<file path="src/glmf_pkg.sv">
// Shared types, constants and helpers of the grid local maximum finder.
`default_nettype none

package glmf_pkg;

    localparam int MAX_COLS    = 32;
    localparam int PIX_W       = 16;
    localparam int ROW_W       = 10;
    localparam int COL_W       = 5;
    localparam int WIDTH_W     = 6;
    localparam int SLOT_W      = 2;
    localparam int NUM_SLOTS   = 3;
    localparam int STORE_DEPTH = NUM_SLOTS * MAX_COLS;
    localparam int ADDR_W      = $clog2(STORE_DEPTH);
    // A line store entry is the pixel plus a flag saying it is not below its upper neighbour.
    localparam int ENTRY_W     = PIX_W + 1;
    localparam int CMDQ_DEPTH  = 2;
    localparam int CMDQ_PTR_W  = $clog2(CMDQ_DEPTH);
    localparam int CMDQ_CNT_W  = $clog2(CMDQ_DEPTH + 1);
    localparam int NUM_DEC     = 3;
    localparam int CFG_INDEX_W = 1;
    localparam int CFG_DATA_W  = 10;

    // Register indexes of the configuration port.
    localparam logic [CFG_INDEX_W-1:0] CFG_FRAME_WIDTH  = 1'b0;
    localparam logic [CFG_INDEX_W-1:0] CFG_FRAME_HEIGHT = 1'b1;

    localparam logic [WIDTH_W-1:0] WIDTH_MIN    = 6'd2;
    localparam logic [WIDTH_W-1:0] WIDTH_MAX    = WIDTH_W'(MAX_COLS);
    localparam logic [WIDTH_W-1:0] WIDTH_RESET  = 6'd32;
    localparam logic [ROW_W-1:0]   HEIGHT_MIN   = 10'd2;
    localparam logic [ROW_W-1:0]   HEIGHT_RESET = 10'd32;
    localparam logic [ROW_W-1:0]   ROW_ALL_ONES = '1;
    localparam logic [SLOT_W-1:0]  SLOT_FIRST   = 2'd0;
    localparam logic [SLOT_W-1:0]  SLOT_LAST    = 2'd2;

    // Positions of the three decisions one item can trigger, in output order.
    localparam int DEC_ABOVE = 0;   // the cell one row up, same column
    localparam int DEC_LEFT  = 1;   // on the last row, the cell to the left
    localparam int DEC_HERE  = 2;   // on the last row and column, the cell itself

    typedef logic [SLOT_W-1:0] t_slot;
    typedef logic [ADDR_W-1:0] t_addr;

    typedef struct packed {
        logic signed [PIX_W-1:0] pixel_value;
        logic                    frame_start;
    } t_item;

    typedef struct packed {
        logic [ROW_W-1:0] peak_row;
        logic [COL_W-1:0] peak_col;
        logic             last_of_run;
    } t_result;

    // One classified item as handed from the front end to the back end.
    typedef struct packed {
        logic signed [PIX_W-1:0] pixel;
        logic [ROW_W-1:0]        row;
        logic [COL_W-1:0]        col;
        t_slot                   cur_slot;
        t_slot                   prev_slot;
        logic                    row_zero;
        logic                    has_right;
        logic                    last_row;
        logic                    last_col;
        logic                    col_ge1;
        logic                    col_ge2;
    } t_cmd;

    function automatic t_addr store_addr(input t_slot slot, input logic [COL_W-1:0] col);
        return ADDR_W'(ADDR_W'(slot) * ADDR_W'(MAX_COLS) + ADDR_W'(col));
    endfunction

endpackage

`default_nettype wire

</file>
<file path="src/glmf_ram.sv">
// Generic single-write, dual-read RAM with registered read data.
`default_nettype none

module glmf_ram #(
    parameter int WIDTH = 16,
    parameter int DEPTH = 96
) (
    input  logic                     i_clk,
    input  logic                     i_wr_en,
    input  logic [$clog2(DEPTH)-1:0] i_wr_addr,
    input  logic [WIDTH-1:0]         i_wr_data,
    input  logic                     i_rd_en,
    input  logic [$clog2(DEPTH)-1:0] i_rd_addr_a,
    input  logic [$clog2(DEPTH)-1:0] i_rd_addr_b,
    output logic [WIDTH-1:0]         o_rd_data_a,
    output logic [WIDTH-1:0]         o_rd_data_b
);

    logic [WIDTH-1:0] r_mem [DEPTH];
    logic [WIDTH-1:0] r_rd_data_a;
    logic [WIDTH-1:0] r_rd_data_b;

    always_ff @(posedge i_clk) begin
        if (i_wr_en) begin
            r_mem[i_wr_addr] <= i_wr_data;
        end
        if (i_rd_en) begin
            r_rd_data_a <= r_mem[i_rd_addr_a];
            r_rd_data_b <= r_mem[i_rd_addr_b];
        end
    end

    assign o_rd_data_a = r_rd_data_a;
    assign o_rd_data_b = r_rd_data_b;

endmodule

`default_nettype wire

</file>
<file path="src/glmf_front.sv">
// Front end: configuration registers, raster counters and item classification.
`default_nettype none

module glmf_front import glmf_pkg::*; (
    input  logic                   i_clk,
    input  logic                   i_rst_n,
    input  logic                   i_push,
    input  t_item                  i_item,
    input  logic                   i_cfg_valid,
    output logic                   o_cfg_ready,
    input  logic [CFG_INDEX_W-1:0] i_cfg_index,
    input  logic [CFG_DATA_W-1:0]  i_cfg_data,
    input  logic                   i_q_full,
    output logic                   o_q_push,
    output t_cmd                   o_cmd
);

    logic [WIDTH_W-1:0] r_frame_width;
    logic [ROW_W-1:0]   r_frame_height;
    logic [ROW_W-1:0]   r_row;
    logic [COL_W-1:0]   r_col;
    t_slot              r_slot;
    logic [ROW_W-1:0]   n_row;
    logic [COL_W-1:0]   n_col;
    t_slot              n_slot;

    logic [WIDTH_W-1:0] w_eff;
    logic [ROW_W-1:0]   h_eff;
    logic               restart;
    logic [ROW_W-1:0]   row;
    logic [COL_W-1:0]   col;
    t_slot              slot;
    logic [WIDTH_W-1:0] col_inc;
    logic [ROW_W:0]     row_inc;
    logic               accept;

    assign o_cfg_ready = 1'b1;
    assign accept      = i_push && !i_q_full;
    assign o_q_push    = accept;

    always_comb begin
        if (r_frame_width < WIDTH_MIN) begin
            w_eff = WIDTH_MIN;
        end else if (r_frame_width > WIDTH_MAX) begin
            w_eff = WIDTH_MAX;
        end else begin
            w_eff = r_frame_width;
        end
        h_eff = (r_frame_height < HEIGHT_MIN) ? HEIGHT_MIN : r_frame_height;
    end

    // A new grid starts on the marker, and also when the counters have run past a geometry
    // that was made smaller.
    assign restart = i_item.frame_start || ({1'b0, r_col} >= w_eff) || (r_row >= h_eff);
    assign row     = restart ? '0 : r_row;
    assign col     = restart ? '0 : r_col;
    assign slot    = restart ? SLOT_FIRST : r_slot;
    assign col_inc = {1'b0, col} + WIDTH_W'(1);
    assign row_inc = {1'b0, row} + (ROW_W + 1)'(1);

    always_comb begin
        o_cmd.pixel     = i_item.pixel_value;
        o_cmd.row       = row;
        o_cmd.col       = col;
        o_cmd.cur_slot  = slot;
        o_cmd.prev_slot = (slot == SLOT_FIRST) ? SLOT_LAST : slot - SLOT_W'(1);
        o_cmd.row_zero  = (row == '0);
        o_cmd.has_right = (col_inc < w_eff);
        o_cmd.last_row  = (row_inc == {1'b0, h_eff});
        o_cmd.last_col  = (col_inc == w_eff);
        o_cmd.col_ge1   = (col != '0);
        o_cmd.col_ge2   = (col > COL_W'(1));
    end

    always_comb begin
        n_row  = r_row;
        n_col  = r_col;
        n_slot = r_slot;
        if (accept) begin
            if (col_inc >= w_eff) begin
                n_col = '0;
                if (row_inc >= {1'b0, h_eff}) begin
                    n_row  = '0;
                    n_slot = SLOT_FIRST;
                end else begin
                    n_row  = row_inc[ROW_W-1:0];
                    n_slot = (slot == SLOT_LAST) ? SLOT_FIRST : slot + SLOT_W'(1);
                end
            end else begin
                n_row  = row;
                n_col  = col_inc[COL_W-1:0];
                n_slot = slot;
            end
        end
    end

    always_ff @(posedge i_clk) begin
        if (!i_rst_n) begin
            r_frame_width  <= WIDTH_RESET;
            r_frame_height <= HEIGHT_RESET;
            r_row          <= '0;
            r_col          <= '0;
            r_slot         <= SLOT_FIRST;
        end else begin
            r_row  <= n_row;
            r_col  <= n_col;
            r_slot <= n_slot;
            if (i_cfg_valid) begin
                case (i_cfg_index)
                    CFG_FRAME_WIDTH: begin
                        r_frame_width <= i_cfg_data[WIDTH_W-1:0];
                    end
                    CFG_FRAME_HEIGHT: begin
                        r_frame_height <= i_cfg_data[ROW_W-1:0];
                    end
                    default: begin
                    end
                endcase
            end
        end
    end

endmodule

`default_nettype wire

</file>
<file path="src/glmf_cmd_q.sv">
// Short queue of classified items between the front end and the back end.
`default_nettype none

module glmf_cmd_q import glmf_pkg::*; (
    input  logic i_clk,
    input  logic i_rst_n,
    input  logic i_push,
    input  t_cmd i_cmd,
    output logic o_full,
    input  logic i_pop,
    output logic o_empty,
    output t_cmd o_cmd
);

    t_cmd                  r_mem [CMDQ_DEPTH];
    logic [CMDQ_PTR_W-1:0] r_wr_ptr;
    logic [CMDQ_PTR_W-1:0] r_rd_ptr;
    logic [CMDQ_CNT_W-1:0] r_count;
    logic                  do_push;
    logic                  do_pop;

    assign o_full  = (r_count == CMDQ_CNT_W'(CMDQ_DEPTH));
    assign o_empty = (r_count == '0);
    assign do_push = i_push && !o_full;
    assign do_pop  = i_pop && !o_empty;
    assign o_cmd   = r_mem[r_rd_ptr];

    always_ff @(posedge i_clk) begin
        if (do_push) begin
            r_mem[r_wr_ptr] <= i_cmd;
        end
    end

    always_ff @(posedge i_clk) begin
        if (!i_rst_n) begin
            r_wr_ptr <= '0;
            r_rd_ptr <= '0;
            r_count  <= '0;
        end else begin
            if (do_push) begin
                r_wr_ptr <= (r_wr_ptr == CMDQ_PTR_W'(CMDQ_DEPTH - 1)) ? '0
                                                                     : r_wr_ptr + CMDQ_PTR_W'(1);
            end
            if (do_pop) begin
                r_rd_ptr <= (r_rd_ptr == CMDQ_PTR_W'(CMDQ_DEPTH - 1)) ? '0
                                                                     : r_rd_ptr + CMDQ_PTR_W'(1);
            end
            if (do_push && !do_pop) begin
                r_count <= r_count + CMDQ_CNT_W'(1);
            end else if (do_pop && !do_push) begin
                r_count <= r_count - CMDQ_CNT_W'(1);
            end
        end
    end

endmodule

`default_nettype wire

</file>
<file path="src/glmf_back.sv">
// Back end: line store access, peak decisions and the result register.
`default_nettype none

module glmf_back import glmf_pkg::*; (
    input  logic    i_clk,
    input  logic    i_rst_n,
    input  logic    i_q_empty,
    input  t_cmd    i_q_cmd,
    output logic    o_q_pop,
    input  logic    i_pop,
    output logic    o_empty,
    output t_result o_result
);

    t_cmd                    r_cmd;
    logic                    r_busy;
    logic [NUM_DEC-1:0]      r_sent;
    logic                    r_byp_a;
    logic                    r_byp_b;
    logic [ENTRY_W-1:0]      r_byp_data;
    logic signed [PIX_W-1:0] r_p_left;
    logic signed [PIX_W-1:0] r_x1;
    logic signed [PIX_W-1:0] r_x2;
    t_result                 r_out;
    logic                    r_out_valid;
    logic                    n_out_valid;

    logic [ENTRY_W-1:0]      ram_a;
    logic [ENTRY_W-1:0]      ram_b;
    logic [ENTRY_W-1:0]      p_right;
    logic [ENTRY_W-1:0]      p_mid;
    logic signed [PIX_W-1:0] x;
    logic signed [PIX_W-1:0] pm;
    logic signed [PIX_W-1:0] pr;
    logic                    pm_up_ok;
    logic [NUM_DEC-1:0]      emit;
    logic [NUM_DEC-1:0]      pending;
    logic [NUM_DEC-1:0]      sel;
    logic [NUM_DEC-1:0]      after;
    logic                    out_room;
    logic                    push_out;
    logic                    retire;
    logic                    load;
    t_addr                   rd_addr_a;
    t_addr                   rd_addr_b;
    t_addr                   wr_addr;
    logic [ENTRY_W-1:0]      wr_data;
    t_result                 res;

    // The row above lives in the previous slot: the right neighbour and the centre are read
    // as the item enters the decide stage, the left one is the centre of the item before.
    assign rd_addr_a = store_addr(i_q_cmd.prev_slot, i_q_cmd.col + COL_W'(1));
    assign rd_addr_b = store_addr(i_q_cmd.prev_slot, i_q_cmd.col);
    assign wr_addr   = store_addr(r_cmd.cur_slot, r_cmd.col);

    glmf_ram #(
        .WIDTH (ENTRY_W),
        .DEPTH (STORE_DEPTH)
    ) u_line_store (
        .i_clk       (i_clk),
        .i_wr_en     (retire),
        .i_wr_addr   (wr_addr),
        .i_wr_data   (wr_data),
        .i_rd_en     (load),
        .i_rd_addr_a (rd_addr_a),
        .i_rd_addr_b (rd_addr_b),
        .o_rd_data_a (ram_a),
        .o_rd_data_b (ram_b)
    );

    // A read that hits the entry being written in the same cycle takes the new data.
    assign p_right  = r_byp_a ? r_byp_data : ram_a;
    assign p_mid    = r_byp_b ? r_byp_data : ram_b;
    assign x        = r_cmd.pixel;
    assign pm       = $signed(p_mid[PIX_W-1:0]);
    assign pm_up_ok = p_mid[PIX_W];
    assign pr       = $signed(p_right[PIX_W-1:0]);
    assign wr_data  = {(r_cmd.row_zero || (x >= pm)), x};

    always_comb begin
        emit[DEC_ABOVE] = !r_cmd.row_zero && pm_up_ok && (pm >= x)
                          && (!r_cmd.col_ge1 || (pm >= r_p_left))
                          && (!r_cmd.has_right || (pm >= pr));
        emit[DEC_LEFT]  = r_cmd.last_row && r_cmd.col_ge1 && (r_x1 >= r_p_left)
                          && (!r_cmd.col_ge2 || (r_x1 >= r_x2)) && (r_x1 >= x);
        emit[DEC_HERE]  = r_cmd.last_row && r_cmd.last_col && (x >= pm) && (x >= r_x1);
    end

    assign pending  = r_busy ? (emit & ~r_sent) : '0;
    assign sel      = pending & (~pending + NUM_DEC'(1));
    assign after    = pending & ~sel;
    assign out_room = !r_out_valid || i_pop;
    assign push_out = (|pending) && out_room;
    assign retire   = r_busy && (!(|pending) || (push_out && (after == '0)));
    assign load     = !i_q_empty && (!r_busy || retire);
    assign o_q_pop  = load;

    always_comb begin
        res.peak_row    = r_cmd.row;
        res.peak_col    = r_cmd.col;
        res.last_of_run = (after == '0);
        if (sel[DEC_ABOVE]) begin
            res.peak_row = r_cmd.row - ROW_W'(1);
        end else if (sel[DEC_LEFT]) begin
            res.peak_col = r_cmd.col - COL_W'(1);
        end
    end

    always_comb begin
        if (push_out) begin
            n_out_valid = 1'b1;
        end else if (i_pop) begin
            n_out_valid = 1'b0;
        end else begin
            n_out_valid = r_out_valid;
        end
    end

    always_ff @(posedge i_clk) begin
        if (!i_rst_n) begin
            r_busy      <= 1'b0;
            r_out_valid <= 1'b0;
        end else begin
            r_out_valid <= n_out_valid;
            if (load) begin
                r_busy <= 1'b1;
            end else if (retire) begin
                r_busy <= 1'b0;
            end
        end
    end

    always_ff @(posedge i_clk) begin
        if (load) begin
            r_cmd      <= i_q_cmd;
            r_sent     <= '0;
            r_byp_a    <= retire && (wr_addr == rd_addr_a);
            r_byp_b    <= retire && (wr_addr == rd_addr_b);
            r_byp_data <= wr_data;
        end else if (push_out) begin
            r_sent <= r_sent | sel;
        end
        if (retire) begin
            r_p_left <= pm;
            r_x2     <= r_x1;
            r_x1     <= x;
        end
        if (push_out) begin
            r_out <= res;
        end
    end

    assign o_empty  = !r_out_valid;
    assign o_result = r_out;

endmodule

`default_nettype wire

</file>
<file path="src/grid_local_maximum_finder.sv">
// Top level of the four-neighbour grid local maximum finder.
//
// Grid values arrive in raster order through a queue-style port (push/full) and the row and
// column of every peak leave through a second one (empty/pop); a peak is a value not below
// any of its up, down, left and right neighbours that lie inside the grid. Each cell is
// decided as soon as its last neighbour has come in, so an item usually yields the verdict on
// the cell directly above it, and on the last row also the cell to its left and, at the last
// column, itself; last_of_run marks the final result of one input item. The front end counts
// rows and columns and classifies each item, a two-entry queue decouples it from the back end,
// and the back end reads the row above from a three-row line store (a 96-entry RAM with one
// write and two registered read ports), decides, writes the item back and hands results to a
// one-deep output register. An item with at most one result retires from the decide stage as it
// hands over that result, so one transfer per clock is sustained in both directions while pop is
// held high; on the last row an item can produce up to two results and the last one up to three,
// and those items stay in the decide stage until all their results are handed over, because the
// output port carries one result per transfer. An item passes from the command queue through the
// decide register into the output register. No clearing pass is needed after reset. Configuration
// writes are always taken (cfg_ready stays high) and should only be made while no accepted item
// still has results to deliver; register 0 is the grid width (clamped to 2..32), register 1 the
// grid height (at least 2). frame_start on an item begins a new grid at row 0, column 0.
`default_nettype none

module grid_local_maximum_finder import glmf_pkg::*; (
    input  logic                   i_clk,
    input  logic                   i_rst_n,
    input  logic                   push,
    output logic                   full,
    input  t_item                  i_item,
    output logic                   empty,
    input  logic                   pop,
    output t_result                o_result,
    input  logic                   cfg_valid,
    output logic                   cfg_ready,
    input  logic [CFG_INDEX_W-1:0] i_cfg_index,
    input  logic [CFG_DATA_W-1:0]  i_cfg_data
);

    // Hand-over between the front end and the command queue.
    logic q_push;
    t_cmd q_in_cmd;
    logic q_full;

    // Hand-over between the command queue and the back end.
    logic q_pop;
    logic q_empty;
    t_cmd q_out_cmd;

    // The input side is full exactly when the command queue cannot take another item.
    assign full = q_full;

    glmf_front u_front (
        .i_clk       (i_clk),
        .i_rst_n     (i_rst_n),
        .i_push      (push),
        .i_item      (i_item),
        .i_cfg_valid (cfg_valid),
        .o_cfg_ready (cfg_ready),
        .i_cfg_index (i_cfg_index),
        .i_cfg_data  (i_cfg_data),
        .i_q_full    (q_full),
        .o_q_push    (q_push),
        .o_cmd       (q_in_cmd)
    );

    glmf_cmd_q u_cmd_q (
        .i_clk   (i_clk),
        .i_rst_n (i_rst_n),
        .i_push  (q_push),
        .i_cmd   (q_in_cmd),
        .o_full  (q_full),
        .i_pop   (q_pop),
        .o_empty (q_empty),
        .o_cmd   (q_out_cmd)
    );

    // The back end keeps the window of neighbours and emits one result per transfer.
    glmf_back u_back (
        .i_clk     (i_clk),
        .i_rst_n   (i_rst_n),
        .i_q_empty (q_empty),
        .i_q_cmd   (q_out_cmd),
        .o_q_pop   (q_pop),
        .i_pop     (pop),
        .o_empty   (empty),
        .o_result  (o_result)
    );

endmodule

`default_nettype wire

</file>
<file path="config.mk">
export PLATFORM = sky130hd
export DESIGN_NAME = grid_local_maximum_finder
export DESIGN_NICKNAME = d
export VERILOG_FILES = /design/src/glmf_pkg.sv /design/src/glmf_ram.sv /design/src/glmf_front.sv /design/src/glmf_cmd_q.sv /design/src/glmf_back.sv /design/src/grid_local_maximum_finder.sv
export SDC_FILE = /design/constraint.sdc
export NUM_CORES = 2
export LEC_CHECK = 0
export ABC_CLOCK_PERIOD_IN_PS = 27500
export BUFFER_PORTS_ARGS = -buffer_cell sky130_fd_sc_hd__buf_2
export CAP_MARGIN = 20
export CORE_AREA = 2 2 405 407
export CTS_CLUSTER_SIZE = 8
export DETAILED_ROUTE_END_ITERATION = 8
export DIE_AREA = 0 0 407 409
export PLACE_DENSITY = 0.77
export RECOVER_POWER = 50
export SLEW_MARGIN = 20
export SYNTH_ARGS = -nofsm -noshare
export SYNTH_HDL_FRONTEND = slang
export SYNTH_SLANG_ARGS = --single-unit
export TNS_END_PERCENT = 20
</file>
<file path="constraint.sdc">
create_clock -name i_clk -period 27.5 [get_ports i_clk]
set_clock_uncertainty 0.15 [all_clocks]
set_input_delay 5.5 -clock i_clk [delete_from_list [all_inputs] [get_ports i_clk]]
set_output_delay 5.5 -clock i_clk [all_outputs]
set_load 0.05 [all_outputs]
</file>
==> flow_metrics.py <==
metrics = {
    "run_status": {
        "status": "finished with violations",
        "violations": "max-capacitance violations, max-slew violations",
    },
    "detailed_routing": {
        "drt-initial-drc-count": 11000,
        "via_per_inst": 6.96,
        "wl_um": 275000,
        "antenna_left": 0,
        "drc": 0,
        "first_pass_iters": 9,
        "vias": 65300,
        "routedWlPerCell_um": 29.3,
    },
    "pwr": {
        "vdd.ir_drop.worst_v": 0.000105,
        "power.density_nw_per_um2": 110,
        "leakage_nw": 35.1,
    },
    "die": {
        "row_count": 148,
        "die_w_um": 407,
        "io_pins": 52,
        "core-area_sq_um": 162000,
        "dieArea_sq_um": 166000,
        "start_util_pct": 56.7,
        "chipHeight_um": 409,
    },
    "yosys": {
        "synth_seq_area_share_pct": 62.0,
        "yosys.area.top_type": "edfxtp_1",
        "synth_top_area_share_pct": 61.0,
        "async_flop_share_pct": 0,
        "synthFlopType": "edfxtp_1",
        "syn_avg_cell_area_sq_um": 12.8,
        "synth_edf_count": 1869,
        "synth_area_sq_um": 91900,
        "ys_ff_latch": 1912,
        "syn_inst": 7180,
        "yosys.cell_types.count": 69,
        "yosys_warnings": 0,
        "yosys-top-cells-area": "edfxtp_1, mux4_2, nand2_1",
        "synth_fp_nets": 7352,
    },
    "grt": {
        "groute.usage.overall_pct": 32.7,
        "grt_pass1_wl_um": 404000,
        "overflow": 0,
        "grt_start_max_net_pins": 158,
        "grt_pass1_vias": 63300,
        "antenna_found_initial": 6,
    },
    "sta": {
        "hold_viol": 0,
        "rsz0062_at_grt": "no",
        "fin_tns_setup_ns": 0,
        "tightestPinTransition_ns": 4.45,
        "final.setup.worst_slack_ns": 15.50,
        "slew_viol_final": 2032,
        "fin_crit_ns": 12.00,
        "period_share_pct": 43.6,
        "max_freq_mhz": 83.3,
        "finalSetupViolations": 0,
        "max-slew-margin-rel_pct": -197,
    },
    "place": {
        "port_buffers": 50,
        "dp_slack_ns": 17.46,
        "dp_hpwl_um": 164000,
        "postPlaceCellArea_sq_um": 95100,
        "place_congestion": 0.964,
    },
    "clock_tree": {
        "cts_tree": "done",
        "clockRootBuffer": "clkbuf_16",
        "cts_buffers": 289,
        "postCtsResizedCells": 0,
        "clock_path_buffers": 4,
        "clk_latency_ns": 0.89,
        "hold_buffers": 0,
        "postCtsSetupBuffers": 0,
        "htreeDepth": 5,
        "path_clk_slew_ns": 0.05,
        "cts_num_sinks": 1912,
    },
    "final_layout": {
        "post-route-cell-area_sq_um": 102000,
        "syn2layout_area_growth_pct": 11.4,
        "layout-drive-gt1-share_pct": 14.6,
        "n_antenna_cell": 0,
        "mostFrequentLayoutCell": "edfxtp_1",
        "fin_nets": 7350,
        "final_cell_mix": "edfxtp_1, nand2_1, nand3_1, mux4_2, clkbuf_16",
    },
    "critical_path": {
        "critical_path_class": "reg2reg",
        "critPathArrivalTime_ns": 12.57,
        "cp_max_fo": 59,
        "startpoint_type": "flip-flop",
        "cp-end-kind": "flip-flop",
        "crit_required_ns": 28.07,
    },
    "run": {
        "maxCapViolations": 43,
    },
    "worst_hold_path": {
        "hp-class": "reg2reg",
    },
}
## per-stage QoR
step | utilization, % | instances | total power [W] | hold slack [ns]
floorplan | - | 7180 | 0.00653 | 0.287
global placement | 58.7 | 9062 | 0.00789 | 0.297
detailed placement | 58.7 | 9062 | 0.00799 | 0.298
CTS | 63.3 | 9378 | 0.0110 | 0.305
global route | 63.2 | 9378 | 0.0115 | 0.347
finish | 63.2 | 9378 | 0.0112 | 0.305
## cell type report
class / count / area (sq um)
Inverter: 101 / 395
Multi-Input combinational cell: 4604 / 32900
Clock buffer: 309 / 7440
Tap cell: 2175 / 2720
Timing Repair Buffer: 270 / 1880
Sequential cell: 1912 / 57000
Fill cell: 11400 / 59700
Clock inverter: 7 / 72.6
## registers in the layout, indices dropped and copies added (netlist names), 2 cells and up, named ones only
name and count:
u_back.x 16, u_front.r_col 5, u_back.r_cmd 23, u_back.o_result 16
u_cmd_q.r_mem 82, u_front.r_frame_width 6, u_front.r_slot 2, u_back.r_byp_data 17
u_back.r_p_left 16, u_front.r_row 10, u_cmd_q.r_count 2, u_back.u_line_store.o_rd_data_a 16
u_back.u_line_store.r_mem 1632, u_back.r_x1 16, u_front.r_frame_height 10, u_back.r_sent 3
u_back.u_line_store.o_rd_data_b 17, u_back.r_x2 16
## worst max-delay path, stage by stage (launching register included)
cell	delay, ns
dfxtp_1	0.42
clkbuf_1	2.00
mux2i_4	0.46
clkbuf_1	2.14
clkinvlp_2	2.24
nand2_1	0.41
and2_4	0.65
buf_4	0.78
buf_4	0.54
a211oi_1	0.09
a21oi_1	0.65
a21oi_1	0.15
a21oi_1	0.68
a21o_1	0.30
## layer usage
metal | track usage, % | up-vias | share of wire [%]
met2 | 50.0 | 5101 | 46
met5 | 0.526 | - | 0.058
met3 | 8.47 | 997 | 13
met1 | 41.7 | 31800 | 34
met4 | 21.0 | 8 | 7.5
li1 | - | 27400 | -
## cell usage after synthesis, types with 4 or more instances
master,count
xor2_1,14
nand2_1,1715
mux4_2,384
o31ai_1,21
o211ai_1,12
nand2b_1,10
edfxtp_1,1869
and2_1,13
mux2_2,36
a211o_1,19
nor2b_1,112
nand4b_1,6
xnor2_1,24
nand3_1,842
nand4_1,29
buf_2,141
o21a_1,8
nor4_1,86
o21ai_0,21
a2111oi_0,4
buf_4,27
a31oi_1,39
or2_2,4
mux2i_1,141
inv_1,97
clkbuf_1,352
a21o_1,32
a21oi_1,181
and3_1,111
buf_1,42
nor3_1,29
nor4b_1,4
nor2_1,64
dfxtp_1,43
a32o_1,6
ha_1,139
a21boi_0,6
a311oi_1,272
a211oi_1,182
## where the power goes
part           internal, W  switching (W)
sequential         0.00372      0.0000896
combinational      0.00133        0.00301
clock              0.00188        0.00118
total              0.00693        0.00428
## path summary, 6_finish.rpt
kind,slack (ns),startpoint,end,depth (start not counted)
hold / removal,0.30,u_front.r_frame_height[0]$_SDFFE_PN0P_,u_front.r_frame_height[0]$_SDFFE_PN0P_,2
setup reg to reg,15.50,flip-flop,u_back.u_line_store.o_rd_data_a[0]$_DFFE_PP_,13
setup / recovery,15.50,flip-flop,u_back.u_line_store.o_rd_data_a[0]$_DFFE_PP_,13
hold reg to reg,0.30,u_front.r_frame_height[0]$_SDFFE_PN0P_,u_front.r_frame_height[0]$_SDFFE_PN0P_,2
## cells by family after synthesis
group                      Yosys count  share of synthesized area, %
and+or+nand+nor                   3041                          14.7
DFF                               1912                          62.0
AOI/OAI and AO/OA                  819                          6.53
buffers and inverters              664                          3.02
muxes                              564                          11.4
adders and majority gates          140                          1.90
xor gates and xnor gates            39                         0.392
other                                1                       0.00408
Power figures use the tool's default switching activity.
